$ cat src/sv/ftga_pkg.sv
// Shared types and constants for the two-resource grant arbiter.
`timescale 1ns / 1ps

package ftga_pkg;

    localparam int ID_W      = 3;   // client id width
    localparam int SEAT_W    = 4;   // seat count register width
    localparam int RES_CNT_W = 3;   // results per request counter width

    localparam logic [SEAT_W-1:0]    SEAT_RESET   = 4'd5;
    localparam logic [RES_CNT_W-1:0] RESULT_LIMIT = 3'd4;

    typedef enum logic
    {
        FUNC_ACQUIRE = 1'b0,
        FUNC_RELEASE = 1'b1
    } ftga_func_t;

    typedef enum logic
    {
        STATUS_GRANT = 1'b0,
        STATUS_DROP  = 1'b1
    } ftga_status_t;

    // controller -> datapath
    typedef struct packed
    {
        logic latch_in;   // capture request, clear result count
        logic apply;      // enqueue / release / drop
        logic pop;        // discard a stale head entry
        logic grant;      // grant the head, load it as pending result
        logic push_pend;  // move the pending result to the output register
        logic push_last;  // pending result is the final one
    } ftga_cmd_t;

    // datapath -> controller
    typedef struct packed
    {
        logic queue_empty;
        logic limit_hit;
        logic head_stale;
        logic head_blocked;
        logic pend_valid;
        logic out_free;
    } ftga_stat_t;

endpackage

$ cat src/sv/ftga_ifs.sv
// Channel interfaces: request input, result output and seat count write.
`timescale 1ns / 1ps

interface ftga_req_if;
    logic                      valid;
    logic                      ready;
    logic                      func;
    logic [ftga_pkg::ID_W-1:0] client_id;

    modport source (output valid, output func, output client_id, input ready);
    modport sink   (input valid, input func, input client_id, output ready);
endinterface

interface ftga_res_if;
    logic                      valid;
    logic                      ready;
    logic                      status;
    logic [ftga_pkg::ID_W-1:0] granted_client;
    logic                      last;

    modport source (output valid, output status, output granted_client, output last,
                    input ready);
    modport sink   (input valid, input status, input granted_client, input last,
                    output ready);
endinterface

interface ftga_cfg_if;
    logic                        valid;
    logic                        ready;
    logic [ftga_pkg::SEAT_W-1:0] seat_count;

    modport source (output valid, output seat_count, input ready);
    modport sink   (input valid, input seat_count, output ready);
endinterface

$ cat src/sv/ftga_ctrl.sv
// Sequencing state machine of the two-resource grant arbiter.
`timescale 1ns / 1ps

module ftga_ctrl
(
    input  logic                 clk,
    input  logic                 rst_n,
    input  logic                 in_valid,
    output logic                 in_ready,
    input  ftga_pkg::ftga_stat_t stat,
    output ftga_pkg::ftga_cmd_t  cmd
);
    import ftga_pkg::*;

    typedef enum logic [2:0]
    {
        S_IDLE,
        S_APPLY,
        S_READ,
        S_CHECK,
        S_FLUSH
    } state_t;

    state_t state_reg;
    state_t state_next;
    logic   in_ready_reg;

    always_comb
    begin
        state_next = state_reg;
        cmd        = '0;
        case (state_reg)
            S_IDLE:
            begin
                if (in_valid && in_ready_reg)
                begin
                    cmd.latch_in = 1'b1;
                    state_next   = S_APPLY;
                end
            end
            S_APPLY:
            begin
                cmd.apply  = 1'b1;
                state_next = S_READ;
            end
            S_READ:
            begin
                // head entry is being fetched from the queue memory
                if (stat.queue_empty || stat.limit_hit)
                    state_next = S_FLUSH;
                else
                    state_next = S_CHECK;
            end
            S_CHECK:
            begin
                if (stat.head_stale)
                begin
                    cmd.pop    = 1'b1;
                    state_next = S_READ;
                end
                else if (stat.head_blocked)
                begin
                    state_next = S_FLUSH;
                end
                else if (!stat.pend_valid || stat.out_free)
                begin
                    cmd.grant     = 1'b1;
                    cmd.push_pend = stat.pend_valid;
                    state_next    = S_READ;
                end
            end
            S_FLUSH:
            begin
                if (!stat.pend_valid)
                begin
                    state_next = S_IDLE;
                end
                else if (stat.out_free)
                begin
                    cmd.push_pend = 1'b1;
                    cmd.push_last = 1'b1;
                    state_next    = S_IDLE;
                end
            end
            default:
            begin
                state_next = S_IDLE;
            end
        endcase
    end

    always_ff @(posedge clk or negedge rst_n)
    begin
        if (!rst_n)
        begin
            state_reg    <= S_IDLE;
            in_ready_reg <= 1'b1;
        end
        else
        begin
            state_reg    <= state_next;
            in_ready_reg <= (state_next == S_IDLE);
        end
    end

    assign in_ready = in_ready_reg;

endmodule

$ cat src/sv/ftga_dp.sv
// Datapath: seat register, busy marks, wait queue, pending and output registers.
`timescale 1ns / 1ps

module ftga_dp
#(
    parameter int MAX_SEATS   = 8,
    parameter int QUEUE_DEPTH = 8
)
(
    input  logic                        clk,
    input  logic                        rst_n,
    input  logic                        cfg_we,
    input  logic [ftga_pkg::SEAT_W-1:0] cfg_data,
    input  logic                        in_func,
    input  logic [ftga_pkg::ID_W-1:0]   in_client_id,
    input  ftga_pkg::ftga_cmd_t         cmd,
    output ftga_pkg::ftga_stat_t        stat,
    output logic                        out_valid,
    input  logic                        out_ready,
    output logic                        out_status,
    output logic [ftga_pkg::ID_W-1:0]   out_client,
    output logic                        out_last
);
    import ftga_pkg::*;

    localparam int SW = ($clog2(MAX_SEATS + 1) > SEAT_W) ? $clog2(MAX_SEATS + 1) : SEAT_W;
    localparam int BW = $clog2(MAX_SEATS);
    localparam int QW = $clog2(QUEUE_DEPTH);
    localparam int CW = $clog2(QUEUE_DEPTH + 1);

    function automatic logic [SW-1:0] partner(input logic [SW-1:0] x,
                                              input logic [SW-1:0] n);
        logic [SW-1:0] inc;
        inc = x + SW'(1);
        return (inc == n) ? '0 : inc;
    endfunction

    function automatic logic [QW-1:0] next_slot(input logic [QW-1:0] p);
        return (p == QW'(QUEUE_DEPTH - 1)) ? '0 : p + QW'(1);
    endfunction

    logic [SEAT_W-1:0]    seat_count_reg;
    logic [MAX_SEATS-1:0] busy_reg;
    logic [MAX_SEATS-1:0] busy_next;
    logic [ID_W-1:0]      queue_mem [QUEUE_DEPTH];
    logic [ID_W-1:0]      rd_data_reg;
    logic [QW-1:0]        head_reg;
    logic [QW-1:0]        tail_reg;
    logic [CW-1:0]        cnt_reg;
    logic [RES_CNT_W-1:0] res_cnt_reg;
    ftga_func_t           func_reg;
    logic [ID_W-1:0]      id_reg;
    logic                 pend_valid_reg;
    ftga_status_t         pend_status_reg;
    logic [ID_W-1:0]      pend_client_reg;
    logic                 out_valid_reg;
    logic                 out_status_reg;
    logic [ID_W-1:0]      out_client_reg;
    logic                 out_last_reg;

    logic [SW-1:0] seats;
    logic [SW-1:0] sc_ext;
    logic [SW-1:0] id_ext;
    logic [SW-1:0] id_other;
    logic [SW-1:0] head_ext;
    logic [SW-1:0] head_other;
    logic          id_ok;
    logic          full;
    logic          enq;
    logic          drop;
    logic          rel;
    logic          pop;
    logic          out_free;

    // clamp the seat count into 2..MAX_SEATS
    always_comb
    begin
        sc_ext = SW'(seat_count_reg);
        if (sc_ext < SW'(2))
            seats = SW'(2);
        else if (sc_ext > SW'(MAX_SEATS))
            seats = SW'(MAX_SEATS);
        else
            seats = sc_ext;
    end

    assign id_ext     = SW'(id_reg);
    assign id_ok      = (id_ext < seats);
    assign id_other   = partner(id_ext, seats);
    assign head_ext   = SW'(rd_data_reg);
    assign head_other = partner(head_ext, seats);
    assign full       = (cnt_reg == CW'(QUEUE_DEPTH));
    assign enq        = cmd.apply && id_ok && (func_reg == FUNC_ACQUIRE) && !full;
    assign drop       = cmd.apply && id_ok && (func_reg == FUNC_ACQUIRE) && full;
    assign rel        = cmd.apply && id_ok && (func_reg == FUNC_RELEASE);
    assign pop        = cmd.pop || cmd.grant;
    assign out_free   = !out_valid_reg || out_ready;

    always_comb
    begin
        busy_next = busy_reg;
        if (rel)
        begin
            busy_next[id_ext[BW-1:0]]   = 1'b0;
            busy_next[id_other[BW-1:0]] = 1'b0;
        end
        if (cmd.grant)
        begin
            busy_next[head_ext[BW-1:0]]   = 1'b1;
            busy_next[head_other[BW-1:0]] = 1'b1;
        end
    end

    always_comb
    begin
        stat.queue_empty  = (cnt_reg == '0);
        stat.limit_hit    = (res_cnt_reg == RESULT_LIMIT);
        stat.head_stale   = (head_ext >= seats);
        stat.head_blocked = busy_reg[head_ext[BW-1:0]] || busy_reg[head_other[BW-1:0]];
        stat.pend_valid   = pend_valid_reg;
        stat.out_free     = out_free;
    end

    // control state
    always_ff @(posedge clk or negedge rst_n)
    begin
        if (!rst_n)
        begin
            seat_count_reg <= SEAT_RESET;
            busy_reg       <= '0;
            head_reg       <= '0;
            tail_reg       <= '0;
            cnt_reg        <= '0;
            res_cnt_reg    <= '0;
            pend_valid_reg <= 1'b0;
            out_valid_reg  <= 1'b0;
        end
        else
        begin
            if (cfg_we)
                seat_count_reg <= cfg_data;
            busy_reg <= busy_next;
            if (enq)
            begin
                tail_reg <= next_slot(tail_reg);
                cnt_reg  <= cnt_reg + CW'(1);
            end
            else if (pop)
            begin
                head_reg <= next_slot(head_reg);
                cnt_reg  <= cnt_reg - CW'(1);
            end
            if (cmd.latch_in)
                res_cnt_reg <= '0;
            else if (drop || cmd.grant)
                res_cnt_reg <= res_cnt_reg + RES_CNT_W'(1);
            if (drop || cmd.grant)
                pend_valid_reg <= 1'b1;
            else if (cmd.push_pend)
                pend_valid_reg <= 1'b0;
            if (cmd.push_pend)
                out_valid_reg <= 1'b1;
            else if (out_ready)
                out_valid_reg <= 1'b0;
        end
    end

    // payload
    always_ff @(posedge clk)
    begin
        if (enq)
            queue_mem[tail_reg] <= id_reg;
        rd_data_reg <= queue_mem[head_reg];
        if (cmd.latch_in)
        begin
            func_reg <= ftga_func_t'(in_func);
            id_reg   <= in_client_id;
        end
        if (drop)
        begin
            pend_status_reg <= STATUS_DROP;
            pend_client_reg <= id_reg;
        end
        else if (cmd.grant)
        begin
            pend_status_reg <= STATUS_GRANT;
            pend_client_reg <= rd_data_reg;
        end
        if (cmd.push_pend)
        begin
            out_status_reg <= pend_status_reg;
            out_client_reg <= pend_client_reg;
            out_last_reg   <= cmd.push_last;
        end
    end

    assign out_valid  = out_valid_reg;
    assign out_status = out_status_reg;
    assign out_client = out_client_reg;
    assign out_last   = out_last_reg;

    a_cnt_bound: assert property (@(posedge clk) disable iff (!rst_n)
        cnt_reg <= CW'(QUEUE_DEPTH))
        else $error("queue count above depth");

    a_res_bound: assert property (@(posedge clk) disable iff (!rst_n)
        res_cnt_reg <= RESULT_LIMIT)
        else $error("result count above limit");

    a_push_free: assert property (@(posedge clk) disable iff (!rst_n)
        cmd.push_pend |-> (out_free && pend_valid_reg))
        else $error("pending result pushed into a full output register");

    a_grant_slot: assert property (@(posedge clk) disable iff (!rst_n)
        cmd.grant |-> (!pend_valid_reg || cmd.push_pend))
        else $error("grant would overwrite a pending result");

    a_grant_legal: assert property (@(posedge clk) disable iff (!rst_n)
        cmd.grant |-> (cnt_reg != '0 && !stat.head_stale && !stat.head_blocked
                       && res_cnt_reg != RESULT_LIMIT))
        else $error("grant issued for an ineligible head");

endmodule

$ cat src/sv/fifo_two_resource_grant_arbiter.sv
// Top level of the FIFO-ordered two-resource grant arbiter.
`timescale 1ns / 1ps

// Channel | Dir | Payload                          | Handshake
// cfg     | in  | seat_count[3:0]                  | valid/ready, ready always high
// req     | in  | func, client_id[2:0]             | valid/ready
// res     | out | status, granted_client[2:0], last| valid/ready, output register
//
// A request goes from acceptance via apply, read, flush to ready; each entry granted
// or skipped as stale adds a check and a registered read, a blocked head a check.
// At most 4 grants or drops come out per request.
// Reset clears the busy marks and empties the queue at once; no clearing pass is needed.
// A held-off result output stalls the grant loop until the output register drains.
// Each result is buffered one step so its last flag is known when it leaves.

module fifo_two_resource_grant_arbiter
#(
    parameter int MAX_SEATS   = 8,
    parameter int QUEUE_DEPTH = 8
)
(
    input logic         clk,
    input logic         rst_n,
    ftga_cfg_if.sink    cfg,
    ftga_req_if.sink    req,
    ftga_res_if.source  res
);
    import ftga_pkg::*;

    ftga_cmd_t  cmd;
    ftga_stat_t stat;

    // seat count may be written at any time the block is idle
    assign cfg.ready = 1'b1;

    // sequence: capture request, apply it, then fetch and test the queue head
    ftga_ctrl u_ctrl
    (
        .clk      (clk),
        .rst_n    (rst_n),
        .in_valid (req.valid),
        .in_ready (req.ready),
        .stat     (stat),
        .cmd      (cmd)
    );

    // hold busy marks, wait queue and the result registers
    ftga_dp
    #(
        .MAX_SEATS   (MAX_SEATS),
        .QUEUE_DEPTH (QUEUE_DEPTH)
    )
    u_dp
    (
        .clk          (clk),
        .rst_n        (rst_n),
        .cfg_we       (cfg.valid && cfg.ready),
        .cfg_data     (cfg.seat_count),
        .in_func      (req.func),
        .in_client_id (req.client_id),
        .cmd          (cmd),
        .stat         (stat),
        .out_valid    (res.valid),
        .out_ready    (res.ready),
        .out_status   (res.status),
        .out_client   (res.granted_client),
        .out_last     (res.last)
    );

endmodule

$ cat src/flat_wrapper.sv
// flat-port wrapper written by rule: the top's interface ports become plain ports
module fifo_two_resource_grant_arbiter_flat import ftga_pkg::*;
#(
    parameter int MAX_SEATS   = 8,
    parameter int QUEUE_DEPTH = 8
)
  (clk, rst_n, cfg_valid, cfg_seat_count, cfg_ready, req_valid, req_func, req_client_id, req_ready, res_valid, res_status, res_granted_client, res_last, res_ready);
  ftga_cfg_if cfg_i ();
  ftga_req_if req_i ();
  ftga_res_if res_i ();
  input logic clk;
  input logic rst_n;
  input wire logic [$bits(cfg_i.valid)-1:0] cfg_valid;
  input wire logic [$bits(cfg_i.seat_count)-1:0] cfg_seat_count;
  output wire logic [$bits(cfg_i.ready)-1:0] cfg_ready;
  input wire logic [$bits(req_i.valid)-1:0] req_valid;
  input wire logic [$bits(req_i.func)-1:0] req_func;
  input wire logic [$bits(req_i.client_id)-1:0] req_client_id;
  output wire logic [$bits(req_i.ready)-1:0] req_ready;
  output wire logic [$bits(res_i.valid)-1:0] res_valid;
  output wire logic [$bits(res_i.status)-1:0] res_status;
  output wire logic [$bits(res_i.granted_client)-1:0] res_granted_client;
  output wire logic [$bits(res_i.last)-1:0] res_last;
  input wire logic [$bits(res_i.ready)-1:0] res_ready;
  assign cfg_i.valid = cfg_valid;
  assign cfg_i.seat_count = cfg_seat_count;
  assign cfg_ready = cfg_i.ready;
  assign req_i.valid = req_valid;
  assign req_i.func = req_func;
  assign req_i.client_id = req_client_id;
  assign req_ready = req_i.ready;
  assign res_valid = res_i.valid;
  assign res_status = res_i.status;
  assign res_granted_client = res_i.granted_client;
  assign res_last = res_i.last;
  assign res_i.ready = res_ready;
  fifo_two_resource_grant_arbiter #(.MAX_SEATS(MAX_SEATS), .QUEUE_DEPTH(QUEUE_DEPTH)) u_core (.clk(clk), .rst_n(rst_n), .cfg(cfg_i), .req(req_i), .res(res_i));
endmodule
$ cat config.mk
export PLATFORM = sky130hd
export DESIGN_NAME = fifo_two_resource_grant_arbiter_flat
export DESIGN_NICKNAME = d
export VERILOG_FILES = /design/src/sv/ftga_pkg.sv /design/src/sv/ftga_ifs.sv /design/src/sv/ftga_ctrl.sv /design/src/sv/ftga_dp.sv /design/src/sv/fifo_two_resource_grant_arbiter.sv /design/src/flat_wrapper.sv
export SDC_FILE = /design/constraint.sdc
export NUM_CORES = 1
export LEC_CHECK = 0
export BUFFER_PORTS_ARGS = -buffer_cell sky130_fd_sc_hd__buf_2
export CAP_MARGIN = 10
export CORE_MARGIN = 3
export CORE_UTILIZATION = 25
export DETAILED_ROUTE_END_ITERATION = 16
export GPL_ROUTABILITY_DRIVEN = 0
export GPL_TIMING_DRIVEN = 0
export PLACE_DENSITY = 0.45
export SKIP_LAST_GASP = 1
export SYNTH_ARGS = -nofsm -noshare
export SYNTH_HDL_FRONTEND = slang
export SYNTH_HIERARCHICAL = 1
export SYNTH_SLANG_ARGS = --single-unit
$ cat constraint.sdc
create_clock -name clk -period 5.5 [get_ports clk]
set_clock_uncertainty 0.2 [all_clocks]
set_input_delay 0.55 -clock clk [delete_from_list [all_inputs] [get_ports clk]]
set_output_delay 0.55 -clock clk [all_outputs]
set_load 0.01 [all_outputs]
# Word-level counts from Yosys, hierarchy flattened
# Memory sizes are Yosys's and may differ from the RTL's. A register that Yosys moved wholly into a read port is not among the register bits.
# Cells that the tools add are included.
# classes
add_sub_neg	7
magnitude_cmp	12
eq_ne	10
n_mux	51
bitwise_logic	8
n_reduce_logical	29
# ops
cell	count
two-way mux 3 bit	15
bitwise AND 8 bit	2
< comparator 3 x 4 -> 1 bit (second input constant)	4
two-way mux 1 bit	16
two-way mux 4 bit	4
two-way mux 8 bit	2
inverter 8 bit	2
OR 8 bit	2
case mux 3 bit (5 select lines)	1
demux 1 bit (select 3 bit)	4
== test 3 bit (second input constant)	4
greater-or-equal comparator 3 x 1 -> 1 bit (second input constant)	4
two-way mux 2 bit	6
logical AND 1 bit	10
nonzero test 2 bit	5
adder 3 x 1 -> 3 bit (second input constant)	3
adder 3 x 1 -> 4 bit (second input constant)	2
== test 4 bit	2
binary-select mux 1 bit (select 3 bit)	2
== test 3 x 2 -> 1 bit (second input constant)	2
logical NOT 3 bit	2
logical OR 1 bit	6
adder 4 x 1 -> 4 bit (second input constant)	1
== test 4 bit (second input constant)	1
11 further kinds	15
# word_totals
register_bits	44
ram_bits	24
output_inout_bits	8
memories	1
# mem_list
name	depth	word_bits	read_ports	rd_clocked_by_memory_dff	wr	line_no	rtl
u_core.u_dp.queue_mem	8	3	1	1	1	ftga_dp.sv:45	logic [ID_W-1:0] queue_mem [QUEUE_DEPTH];

# Longest topological paths before layout
# logic_depth
depth_word	15
ltp_mapped	18
mapped_depth_nobuf	17

# Cells and area by module
# Netlist, hierarchy kept.
# by_module_without_submodules
mod	n_inst	cells_each	area_per_inst_um2	seq_area_each_um2
ftga_dp	1	313	3627.2	1839.3
ftga_ctrl	1	30	255.2	101.3
fifo_two_resource_grant_arbiter	1	2	11.3	0.0

# Worst setup path after synthesis
# No wires, ideal clock.
# synth_path
kind	reg2reg
startpoint	reg u_core.u_dp.rd_data_reg[0], read port of u_core.u_dp.queue_mem
endpoint	reg u_core.u_dp.cnt_reg[3]
setup_time_ps	79
arrival_ps	3668
t_required_ps	5221
slack_ps	1552
stages_incl_launch_ff	17
path_buffers	2
cell_sequence	dfxtp_1 clkbuf_1 clkinv_1 ha_1 o41ai_4 mux2_1 a221oi_2 o211ai_2 nor2_1 nand3_1 nor2b_1 clkbuf_1 nor2_1 inv_1 o21ai_1 o32ai_1 xor2_1
# synth_rtl
element	line_no	rtl
start, declared	ftga_dp.sv:46	logic [ID_W-1:0] rd_data_reg;
end signal, assigned	ftga_dp.sv:146	cnt_reg <= cnt_reg + CW'(1);
end signal, assigned	ftga_dp.sv:151	cnt_reg <= cnt_reg - CW'(1);
end, declared	ftga_dp.sv:49	logic [CW-1:0] cnt_reg;

==> results.md <==
- Die W: 131 um
- Nets: 404
- Max VDD drop: 0.168 mV
- Clk pin slew, worst setup/hold paths: 0.05 ns
- Final Setup Violations: 0
- CP Capture Type: register
- Max Slew Vio Count: 0
- Worst-Skew Late Latency: 0.33 ns
- R2r startpoint: u_core/u_dp/rd_data_reg[0]
- CTS H-Tree Depth: 3
- Dpl hpwl: 6.50 mm
- Final core utilization: 30.4%
- FP Rows: 44
- Ys async rst share: 43.7%
- Setup TNS: 0 ns
- Min Tclk post-route: 5.00 ns
- Area grow syn2layout: 16.2%
- Vias after detailed routing: 2,709
- Rel. slew slack: 49.7%
- IO Count: 21
- CTS Hold Bufs: 0
- Layout cells sized above 1: 17.9%
- Commonest non-fill, non-tap cell in the layout: edfxtp_1
- Clk root buf: clkbuf_16
- Power Dens Cells: 525 nW/um^2
- CTS Sinks: 71
- R2r endpoint: u_core/u_dp/cnt_reg[3]
- Largest net degree at the start of global routing: 32
- Synth unique cells: 69
- EDFF count, synth: 36
- Max reg flops: 24
- Crit-path cells: clkbuf_1 > clkinv_1 > ha_1 > nor4bb_1 > mux2i_1 > o211ai_1 > inv_1 > a221oi_2 > o211ai_2 > nor2_1 > nand3_1 > nor2b_1 > buf_1 > nor2_1 > inv_1 > o21ai_1 > o32ai_1 > xor2_1
- Mapped cell area: 3890 um^2
- Total Routing Usage GR: 11.1%
- Mapped Cells: 345
- Worst setup SP type: register
- Crit Path Max Fanout: 10
- Number of I/O port buffers: 19
- Final ANT Viol Nets: 0
- First-pass GRT wire length: 14.6 mm
- Maxcap violations: 0
- Max Freq: 0.200 GHz
- Deepest clock path buffer count: 2
- Synth Area per Inst: 11.3 um^2
- Full die area: 17,100 um^2
- Yosys warnings: 6
- Hold Crit Class: in -> async
- Largest stage delay on the critical path: 0.50 ns
- Initial Utilization: 26.2%
- Main synth FF type: edfxtp_1
- RSZ-0062 raised after global routing: false
- Register area share after synthesis: 49.8%
- 1st-pass router iterations: 4
- Leakage power: 0.00177 uW
- Die H: 131 um
- Critical path's slowest cell: ha_1
- Initial antenna violation count: 0
- Final WL: 8.74 mm
- Final hold vios: 0
- DR iter-0 viols: 223
- Status: finished clean
- Commonest non-fill, non-tap cells in the layout: edfxtp_1 (36), dfrtp_1 (28), nand2_1 (27)
- CTS buffer count: 9
- Worst reg2reg path depth: 18
- CTS tree: yes
- Worst-margin pin slew: 0.755 ns
- Vias in the first global route: 2,753
- Final cycle utilization of the critical path: 91.0%
- WP data arrival: 5.06 ns
- Mapped Nets: 374
- CP required: 5.56 ns
- CORE AREA: 14,900 um^2
- Antenna cells: 0
- WL/cell: 15.5 um
- Drc violations: 0
- WS Path Type: reg -> reg
- Synth Register Bits: 71
- GRT overflow: 0
- Vias per inst: 4.80
- Setup slack, reg-to-reg: 0.50 ns
where the power goes:
part | switching, uW | internal, uW
registers | 122 | 690
logic | 547 | 411
clock network | 212 | 393
worst max-delay path: cells and delay by family, from the launching register on:
| family | cells | cell delay [ns] |
|---|---|---|
| adders and majority gates | 1 | 0.50 |
| buffers and inverters | 5 | 1.32 |
| xor gates and xnor gates | 1 | 0.18 |
| DFF | 1 | 0.33 |
| and+or+nand+nor | 5 | 0.83 |
| muxes | 1 | 0.18 |
| AOI/OAI and AO/OA | 5 | 1.38 |
layer usage:
layer | routed length [um] | vias to the layer above | GRT usage (%)
met5 | 0 | - | 0
met4 | 126 | 0 | 3.69
met3 | 383 | 10 | 2.72
met2 | 3950 | 54 | 17.0
met1 | 4280 | 1306 | 15.3
li1 | - | 1339 | -
final cells by class:
class / instances / area [um^2]
tap: 184 / 230
buffer: 16 / 73.8
clock inverter: 5 / 72.6
timing repair buffer: 19 / 95.1
inverter: 19 / 71.3
clock buffer: 11 / 233
sequential: 71 / 1940
fill: 1514 / 10300
multi-input combinational: 239 / 1810
cell usage after synthesis (all sizes together), types with 5 or more instances:
cell type   n  area, um^2
a21o        6        45.0
a21oi      10        50.1
buf         6        36.3
clkbuf     10        37.5
dfrtp      28         701
edfxtp     36        1080
ha         16         200
inv        18        67.6
mux2       11         124
mux2i       7        70.1
mux4        7         158
nand2      27         101
nand2b      9        58.8
nand3      10        50.1
nor2       22        85.1
nor2b       5        31.3
nor3       13        70.1
nor3b       6        45.0
o211ai      5        42.5
o21ai      16        80.1
xnor2       9        86.3
xor2        5        51.3
worst max-delay path by stage:
stage / startpoint / cells after the start / to
global route: u_core/u_dp/rd_data_reg[0] / 18 / u_core/u_dp/cnt_reg[3]
global placement: u_core/u_dp/rd_data_reg[0] / 18 / u_core/u_dp/cnt_reg[3]
detailed placement: u_core/u_dp/rd_data_reg[0] / 18 / u_core/u_dp/cnt_reg[3]
floorplan: u_core/u_dp/rd_data_reg[0] / 16 / u_core/u_dp/cnt_reg[3]
finish: u_core/u_dp/rd_data_reg[0] / 18 / u_core/u_dp/cnt_reg[3]
CTS: u_core/u_dp/rd_data_reg[0] / 18 / u_core/u_dp/cnt_reg[3]
stage by stage:
step / setup WS, ns / instances / power (uW) / cell area, um^2 / hold WS [ns]
floorplan: 1.55 / 345 / 1540 / 3890 / 0.0544
global placement: 0.560 / 548 / 1760 / 4220 / 0.208
detailed placement: 0.527 / 548 / 1780 / 4220 / 0.207
CTS: 0.498 / 564 / 2400 / 4520 / 0.118
global route: 0.0285 / 564 / 2550 / 4520 / 0.154
finish: 0.496 / 564 / 2370 / 4520 / 0.0861
what timing repair did:
item,CTS,global route
resized for setup,0,1
setup buffers,0,0
endpoints found under the setup margin,0,1
logic make-up after synthesis:
family	Yosys count	share of synthesized area (%)
buffers and inverters	35	3.73
flip-flops	71	49.8
AND/OR/NAND/NOR	111	15.0
multiplexers	25	9.03
AO/OA/AOI/OAI	72	13.7
XOR/XNOR	14	3.53
other	1	0.0963
adder cells (fa/ha/maj)	16	5.14
Note: power is estimated with default switching activity, not from simulation.
